--- config.mk ---
export PLATFORM = sky130hd
export DESIGN_NAME = drr_cfg
export DESIGN_NICKNAME = d
export VERILOG_FILES = /design/src/sv/assert_macros.svh /design/src/sv/drr_pkg.sv /design/src/sv/drr_cfg.sv
export SDC_FILE = /design/constraint.sdc
export NUM_CORES = 2
export LEC_CHECK = 0
export ABC_AREA = 1
export ABC_CLOCK_PERIOD_IN_PS = 7000
export BUFFER_PORTS_ARGS = -buffer_cell sky130_fd_sc_hd__buf_2
export CORE_ASPECT_RATIO = 1.25
export CORE_MARGIN = 1
export CORE_UTILIZATION = 35
export DETAILED_ROUTE_END_ITERATION = 12
export PLACE_DENSITY_LB_ADDON = 0.25
export SYNTH_ARGS = -nofsm -noshare
export SYNTH_HDL_FRONTEND = slang
export SYNTH_SLANG_ARGS = --single-unit
--- constraint.sdc ---
create_clock -name clk_i -period 7 [get_ports clk_i]
set_input_delay 0.7 -clock clk_i [delete_from_list [all_inputs] [get_ports clk_i]]
set_output_delay 0.7 -clock clk_i [all_outputs]
set_load 0.02 [all_outputs]
--- src/sv/assert_macros.svh ---
// ----------------------------------------------------------------------------
// Assertion macros
// Concurrent assertion wrappers; empty when SYNTHESIS is defined.
// ----------------------------------------------------------------------------
`ifndef ASSERT_MACROS_SVH
`define ASSERT_MACROS_SVH
`ifndef SYNTHESIS
`define DRR_ASSERT_CLK(lbl, clk, rstn, prop, msg) \
  lbl: assert property (@(posedge clk) disable iff (!rstn) prop) else $error(msg);
`define DRR_ASSERT(lbl, prop, msg) `DRR_ASSERT_CLK(lbl, clk_i, rst_ni, prop, msg)
`else
`define DRR_ASSERT_CLK(lbl, clk, rstn, prop, msg)
`define DRR_ASSERT(lbl, prop, msg)
`endif
`endif

--- src/sv/drr_pkg.sv ---
// ----------------------------------------------------------------------------
// drr_pkg
// Shared types and constants of the dielectric scatter core.
// ----------------------------------------------------------------------------
package drr_pkg;

  localparam int unsigned RI_W   = 15;
  localparam int unsigned DIR_W  = 16;
  localparam int unsigned PNT_W  = 32;
  localparam int unsigned RND_W  = 16;
  localparam int unsigned RSQ_W  = 30;
  localparam int unsigned R0_W   = 16;
  localparam int unsigned ETAF_W = 29;
  localparam int unsigned ETAB_W = 19;
  localparam int unsigned QUO_W  = 30;  // quotient bits of the per-word divider
  localparam int unsigned SQRT_W = 15;  // root bits
  localparam int unsigned FRONT_STAGES = 7;
  localparam int unsigned BACK_STAGES  = 3;
  localparam int unsigned DIV_PER_STAGE  = 3;
  localparam int unsigned SQRT_PER_STAGE = 3;

  // config-side serial divider
  localparam int unsigned CDIV_W     = 48;
  localparam int unsigned CDIV_ITERS = 48;
  localparam int unsigned CCNT_W     = 6;

  localparam longint unsigned RI_RST   = 64'd6144;
  localparam longint unsigned R0_RST   =
    (((RI_RST - 64'd4096) * (RI_RST - 64'd4096)) << 16) /
    ((RI_RST + 64'd4096) * (RI_RST + 64'd4096));
  localparam longint unsigned ETAF_RST = (64'd1 << 28) / RI_RST;
  localparam longint unsigned RSQ_RST  = RI_RST * RI_RST;

  typedef enum logic [1:0] {
    CFG_IDLE,
    CFG_SQUARE,
    CFG_DIV_R0,
    CFG_DIV_ETA
  } cfg_state_e;

  typedef struct packed {
    logic [RSQ_W-1:0]  rsq;
    logic [R0_W-1:0]   r0;
    logic [ETAF_W-1:0] eta_f;
    logic [ETAB_W-1:0] eta_b;
  } cfg_t;

  typedef struct packed {
    logic [2:0][15:0] d;
    logic [2:0][15:0] n;
    logic [2:0][31:0] hit;
    logic             front;
    logic [15:0]      rnd;
    logic [2:0][31:0] prod;
    logic [33:0]      dot;
    logic [15:0]      c;
    logic [15:0]      p;
    logic [28:0]      csq;
    logic [16:0]      p2;
    logic [2:0][23:0] refo;
    logic [28:0]      sin2;
    logic [18:0]      p4;
    logic [28:0]      eta;
    logic [29:0]      etac;
    logic [58:0]      bigp;
    logic             tirf;
    logic [19:0]      p5;
    logic [2:0][29:0] ed;
    logic             tir;
    logic [36:0]      reflprod;
    logic [34:0]      termb;
    logic             reflect;
    logic [30:0]      rem;
    logic [29:0]      quo;
    logic [28:0]      v;
    logic [29:0]      root;
    logic [30:0]      coef;
    logic [2:0][32:0] cn;
    logic [2:0][15:0] o;
  } item_t;

endpackage

--- src/sv/drr_cfg.sv ---
// ----------------------------------------------------------------------------
// drr_cfg
// Index register and its derived terms; r0 and 1/R come from a bit-serial divider.
// ----------------------------------------------------------------------------
module drr_cfg (
  input  logic                     clk_i,
  input  logic                     rst_ni,
  input  logic                     cfg_we_i,
  input  logic [drr_pkg::RI_W-1:0] cfg_wdata_i,
  output drr_pkg::cfg_t            cfg_o,
  output logic                     busy_o
);
  import drr_pkg::*;

  cfg_state_e          state_q, state_d;
  logic [RI_W-1:0]     rie_q, rie_d;
  logic [RSQ_W-1:0]    rsq_q, rsq_d;
  logic [R0_W-1:0]     r0_q, r0_d;
  logic [ETAF_W-1:0]   etaf_q, etaf_d;
  logic [CCNT_W-1:0]   cnt_q, cnt_d;
  logic [CDIV_W-1:0]   dvd_q, dvd_d;
  logic [31:0]         dsr_q, dsr_d;
  logic [31:0]         rem_q, rem_d;
  logic [31:0]         rem_sh;
  logic                ge;
  logic [CDIV_W-1:0]   dvd_step;
  logic [31:0]         rem_step;
  logic [RI_W-1:0]     num;
  logic [RI_W:0]       den;
  logic                last;

  always_ff @(posedge clk_i or negedge rst_ni) begin
    if (!rst_ni) begin
      state_q <= CFG_IDLE;
      cnt_q   <= '0;
      rie_q   <= RI_W'(RI_RST);
      rsq_q   <= RSQ_W'(RSQ_RST);
      r0_q    <= R0_W'(R0_RST);
      etaf_q  <= ETAF_W'(ETAF_RST);
    end else begin
      state_q <= state_d;
      cnt_q   <= cnt_d;
      rie_q   <= rie_d;
      rsq_q   <= rsq_d;
      r0_q    <= r0_d;
      etaf_q  <= etaf_d;
    end
  end

  always_ff @(posedge clk_i) begin
    dvd_q <= dvd_d;
    dsr_q <= dsr_d;
    rem_q <= rem_d;
  end

  // one restoring step per cycle
  always_comb begin
    rem_sh   = {rem_q[30:0], dvd_q[CDIV_W-1]};
    ge       = rem_sh >= dsr_q;
    rem_step = ge ? rem_sh - dsr_q : rem_sh;
    dvd_step = {dvd_q[CDIV_W-2:0], ge};
    last     = cnt_q == CCNT_W'(CDIV_ITERS - 1);
    num      = (rie_q > RI_W'(4096)) ? rie_q - RI_W'(4096) : RI_W'(4096) - rie_q;
    den      = (RI_W+1)'(rie_q) + (RI_W+1)'(4096);
  end

  always_comb begin
    state_d = state_q;
    cnt_d   = cnt_q;
    rie_d   = rie_q;
    rsq_d   = rsq_q;
    r0_d    = r0_q;
    etaf_d  = etaf_q;
    dvd_d   = dvd_q;
    dsr_d   = dsr_q;
    rem_d   = rem_q;
    case (state_q)
      CFG_IDLE: ;
      CFG_SQUARE: begin
        rsq_d   = RSQ_W'(32'(rie_q) * 32'(rie_q));
        dvd_d   = CDIV_W'({32'(num) * 32'(num), 16'd0});
        dsr_d   = 32'(den) * 32'(den);
        rem_d   = '0;
        cnt_d   = '0;
        state_d = CFG_DIV_R0;
      end
      CFG_DIV_R0: begin
        dvd_d = dvd_step;
        rem_d = rem_step;
        cnt_d = cnt_q + CCNT_W'(1);
        if (last) begin
          r0_d    = dvd_step[R0_W-1:0];
          dvd_d   = CDIV_W'(1) << 28;
          dsr_d   = 32'(rie_q);
          rem_d   = '0;
          cnt_d   = '0;
          state_d = CFG_DIV_ETA;
        end
      end
      CFG_DIV_ETA: begin
        dvd_d = dvd_step;
        rem_d = rem_step;
        cnt_d = cnt_q + CCNT_W'(1);
        if (last) begin
          etaf_d  = dvd_step[ETAF_W-1:0];
          state_d = CFG_IDLE;
        end
      end
      default: state_d = CFG_IDLE;
    endcase
    if (cfg_we_i) begin
      // zero index reads as the smallest step
      rie_d   = (cfg_wdata_i == '0) ? RI_W'(1) : cfg_wdata_i;
      state_d = CFG_SQUARE;
    end
  end

  assign cfg_o.rsq   = rsq_q;
  assign cfg_o.r0    = r0_q;
  assign cfg_o.eta_f = etaf_q;
  assign cfg_o.eta_b = {rie_q, 4'd0};
  assign busy_o      = state_q != CFG_IDLE;

endmodule

# Word level (Yosys, flattened, before mapping)
# Index checks and enable logic that the tools add are counted.
[classes] mul=3 n_mux=15 n_lt_le_gt_ge=2 div_mod_pow=0 n_bitwise=0 reduce_logical=9 n_addsub=5 n_shift=0 eq_ne=7
[op_table] cell="$pmux W48 S3" count=1
[op_table] cell="$pmux W31 S3" count=1
[op_table] cell="$pmux W32 S2" count=1
[op_table] cell="$mux W31" count=2
[op_table] cell="$mul A15 B15 Y30" count=2
[op_table] cell="$mux W48" count=1
[op_table] cell="$ge A32 B32 Y1" count=1
[op_table] cell="$mul A16 B16 Y32" count=1
[op_table] cell="$mux W32" count=1
[op_table] cell="$sub A31 B31 Y31" count=1
[op_table] cell="$mux W15" count=2
[op_table] cell="$pmux W6 S3" count=1
[op_table] cell="$add A15 B13 Y16 const B" count=1
[op_table] cell="$gt A15 B13 Y1 const B" count=1
[op_table] cell="$logic_not A15 Y1" count=1
[op_table] cell="$sub A13 B15 Y15 const A" count=1
[op_table] cell="$sub A15 B13 Y15 const B" count=1
[op_table] cell="$add A6 B1 Y6 const B" count=1
[op_table] cell="$eq A6 B6 Y1 const B" count=1
[op_table] cell="$mux W2" count=3
[op_table] cell="$mux W6" count=1
[op_table] cell="$ne A3 B3 Y1 const B" count=2
[op_table] cell="$pmux W2 S3" count=1
[op_table] cell="$reduce_and A2 Y1" count=3
[op_table] cell="7 further kinds" count=9
[totals] inputBits=18 elab_cells=50 romBits=0 n_memories=0 latch_bits=0 regBits=209 ramBits=0

# Logic depth before layout (Yosys ltp)
[depth] ltp_word=4 ltp_mapped=37 mapped_depth_nobuf=34

# Worst setup path after synthesis
# Ideal clock, no wire load.
[synth_path] path_kind="register -> register" start="register rie_q[0]" end="register dvd_q[32] (data pin)" setup_time_ps=260 arrival_ps=6911 path_stages_with_launch=36 setup_slack_ps=-172 n_path_buf=4 period_less_slack_ps=7172 t_required_ps=6740 cell_sequence="dfrtp_1 buf_2 inv_4 clkbuf_1 ha_1 nand3_2 nor2_1 nand2_2 nand2_4 buf_8 nand2_2 xor2_2 buf_6 nor2_4 inv_2 fa_1 fa_1 inv_1 fa_1 inv_1 fa_1 inv_1 fa_1 inv_1 fa_1 inv_1 ha_1 nand2_1 nor2_1 inv_1 nor3_1 a21oi_1 o21ai_0 nand2_1 nand2_1 o21ai_0"
[synth_between] elab_chain_cells=4
[synth_lines] item="start, declared" line_no="drr_cfg.sv:16" rtl="logic [RI_W-1:0] rie_q, rie_d;"
[synth_lines] item="start signal, assigned" line_no="drr_cfg.sv:36" rtl="rie_q <= RI_W'(RI_RST);"
[synth_lines] item="start signal, assigned" line_no="drr_cfg.sv:43" rtl="rie_q <= rie_d;"
[synth_lines] item="$sub A13 B15 Y15 (tied with other cells)" line_no="drr_cfg.sv:63" rtl="num = (rie_q > RI_W'(4096)) ? rie_q - RI_W'(4096) : RI_W'(4096) - rie_q;"
[synth_lines] item="$mux W15 (*)" line_no="drr_cfg.sv:63"
[synth_lines] item="$mul A15 B15 Y30 (*)" line_no="drr_cfg.sv:81" rtl="dvd_d = CDIV_W'({32'(num) * 32'(num), 16'd0});"
[synth_lines] item="$pmux W48 S3 (*)" line_no="drr_cfg.sv:77" rtl="case (state_q)"
[synth_lines] item="net dvd_d[32]" line_no="drr_cfg.sv:21" rtl="logic [CDIV_W-1:0] dvd_q, dvd_d;"
[synth_lines] item="end signal, assigned" line_no="drr_cfg.sv:51" rtl="dvd_q <= dvd_d;"
[synth_lines] item="end, declared" line_no="drr_cfg.sv:21"
# Mark *: on every way through the listed nets, which the timed path passes. The rest lies on a longest branch.
# A chain may end at the register's enable or synchronous reset.

# Final worst setup path
[layout_path] start="register rie_q[12]" end="register dsr_q[31] (data pin)"
[layout_between] elab_chain_cells=3
[layout_lines] item="$add A15 B13 Y16" line_no="drr_cfg.sv:64" rtl="den = (RI_W+1)'(rie_q) + (RI_W+1)'(4096);"
[layout_lines] item="$mul A16 B16 Y32" line_no="drr_cfg.sv:82" rtl="dsr_d = 32'(den) * 32'(den);"
[layout_lines] item="$pmux W32 S2" line_no="drr_cfg.sv:77"
[layout_lines] item="end signal, assigned" line_no="drr_cfg.sv:52" rtl="dsr_q <= dsr_d;"
[layout_lines] item="end, declared" line_no="drr_cfg.sv:22" rtl="logic [31:0] dsr_q, dsr_d;"
# No other way between the ends.

==> flow_summary.yaml <==
timing:
  post-route-min-period_ns: 6.64
  slew_violations: 0
  setup_viol: 0
  timing.hold.ws_ns: 0.0911
  fin_crit_sh_pct: 94.8
  fin_skew_ns: 0.0295
  tightest_slew_ns: 1.15
  max_freq_mhz: 151
  relSlewSlack_pct: 23.0
  hold_viol: 0
synthesis:
  synth_area_mm2: 0.0308
  synth_cells: 3771
  synth.avg_cell_area_um2: 8.16
  ys_async_sr_fraction_pct: 46.6
  ys.flop_type: "edfxtp_1"
  ys_types: 53
  ys_warn_count: 0
  ys_seq_area_share_pct: 18.8
  synth_edf_count: 111
  ys_ff_latch: 208
final_layout:
  layout_commonest_cell: "inv_1"
  nets: 4668
  final_cell_count_no_fill: 5088
  layout-area-overhead-vs-synth_pct: 10.7
  drive_gt1_share_pct: 9.64
  final_cell_mix: "897 x inv_1, 679 x nand2_1, 429 x fa_1"
  fill_cells: 9067
  antenna-diode-count: 0
cts:
  clockBufferDepth: 3
  cts_hold_buf: 0
  clock-sinks: 208
  cts-buffers-inserted: 26
  path_clk_slew_ns: 0.08
  root_buffer: "clkbuf_16"
  clk_latency_ns: 0.60
  cts_tree: "built"
  htree_num_levels: 1
global_route:
  grtUsageTotal_pct: 19.4
  antenna_found_initial: 0
  grt_pass1_vias: 25584
  overflow: 0
  grt_max_degree: 62
  grt_pass1_wl_um: 136000
worst_setup_path:
  path_delay_family: "adder cells"
  path_depth: 25
  cp.required_ns: 7.33
  crit_top_cell: "fa_1"
  r2r_start: "rie_q[12]"
  r2r_setup_slack_ns: 0.36
  crit_type: "register to register"
  reg2reg_depth: 25
  startpoint_type: "register"
  cp.arrival_ns: 6.97
  timing.rr.end: "dsr_q[31]"
  path_buf_inv: 5
  cpPeakStageDelay_ns: 0.55
  cp_max_fo: 28
  end_kind: "register"
  critPathSlowestCell: "dfstp_2"
route:
  vias: 23847
  dr.pass1.iters: 5
  vias_per_cell: 4.69
  drc: 0
  routed_wl_um: 82800
  ant_nets: 0
  drtIter0Drc: 1280
  wl_per_cell_um: 16.3
floorplan:
  num_rows: 121
  core-area_mm2: 0.0871
  die_x_um: 267
  dieHeight_um: 334
  io_pins: 113
  start_util_pct: 35.4
  dieArea_mm2: 0.0891
placed_design:
  gp_congestion: 0.969
  io_buffers: 107
  dpl.hpwl_um: 69500
  placed_cells: 5032
run:
  drv_cap: 0
outcome:
  status: "finished, final reports clean"
min_path:
  hp-class: "input pin to asynchronous set/reset pin"
## repair_timing
| item | 4_1_cts | 5_1_grt |
|---|---|---|
| resized for setup | 0 | 63 |
| buffers inserted | 0 | 8 |
| setup endpoints to repair | 0 | 23 |
## metrics by stage
stage | setup WS [ns] | TNS (ns) | cell area (um^2) | utilization, %
6_report | 0.364 | 0 | 34100 | 39.2
5_1_grt | -0.0211 | -0.0481 | 34100 | 39.2
4_1_cts | 0.0588 | 0 | 33800 | 38.8
3_5_place_dp | 0.0672 | 0 | 32900 | 37.8
3_3_place_gp | 0.0764 | 0 | 32900 | 37.8
2_1_floorplan | 0.0354 | 0 | 30800 | -
## Yosys cell counts, types with 3 or more instances
cell,count,area [um^2]
nor4_1,8,50.1
xor2_4,5,138
xor2_1,31,272
nand2_2,9,56.3
ha_1,320,4000
inv_1,901,3380
o21ai_1,6,30.0
a21o_1,10,75.1
nand4_1,32,200
inv_2,24,90.1
buf_4,12,90.1
buf_2,7,35.0
o21a_1,8,60.1
nor2_1,357,1340
a21boi_0,3,22.5
a31oi_1,9,56.3
o21ai_2,5,43.8
nand2_1,683,2560
nor2_4,11,124
a21oi_1,154,771
xor2_2,3,48.8
clkbuf_1,54,203
nor3_1,26,130
buf_1,6,22.5
dfrtp_1,78,1950
o21ai_0,229,1150
nor2_2,5,31.3
edfxtp_1,111,3330
dfstp_2,19,499
or2_2,16,100
o22ai_1,11,68.8
nand3_2,3,30.0
fa_1,430,8610
o21bai_1,14,105
buf_6,9,101
xnor2_1,30,263
nand3_1,109,546
## cell type report
cell class	count	area [um^2]	share of cell area, %
clock buffer	35	756	2.22
timing repair buffer	185	1180	3.47
multi-input combinational	2552	21300	62.4
clock inverter	13	150	0.441
inverter	927	3490	10.2
sequential	208	5780	17.0
tap	1168	1460	4.29
## layer usage
layer	wire, um	GRT usage [%]
met1	37100	25.3
met2	40500	34.0
met3	3170	2.05
met4	2020	4.90
met5	0	0
## sequential cells by signal, summed over array words and instances, names as in the netlist
name     flops
cnt_q        6
etaf_q      29
rem_q       31
rsq_q       29
dvd_q       48
state_q      2
dsr_q       32
r0_q        16
rie_q       15
## how the worst max path moves through the flow
stage	from	end	slack, ns
after global placement	rie_q[0]	dvd_q[40]	0.08
after floorplan	rie_q[0]	dvd_q[41]	0.04
after global routing	rie_q[12]	dvd_q[38]	-0.02
after detailed placement	rie_q[0]	dvd_q[36]	0.07
after CTS	rie_q[0]	dvd_q[38]	0.06
final	rie_q[12]	dsr_q[31]	0.36
## cell families after synthesis
logic type	synth area share (%)
compound gates	8.07
xor+xnor	2.34
fa+ha+maj	41.0
buf+inv	12.8
flops	18.8
other cells	0.0122
simple gates	17.0
Power is not shown: default switching activity piles up to over one toggle a cycle in this logic, so the estimate is an artifact.
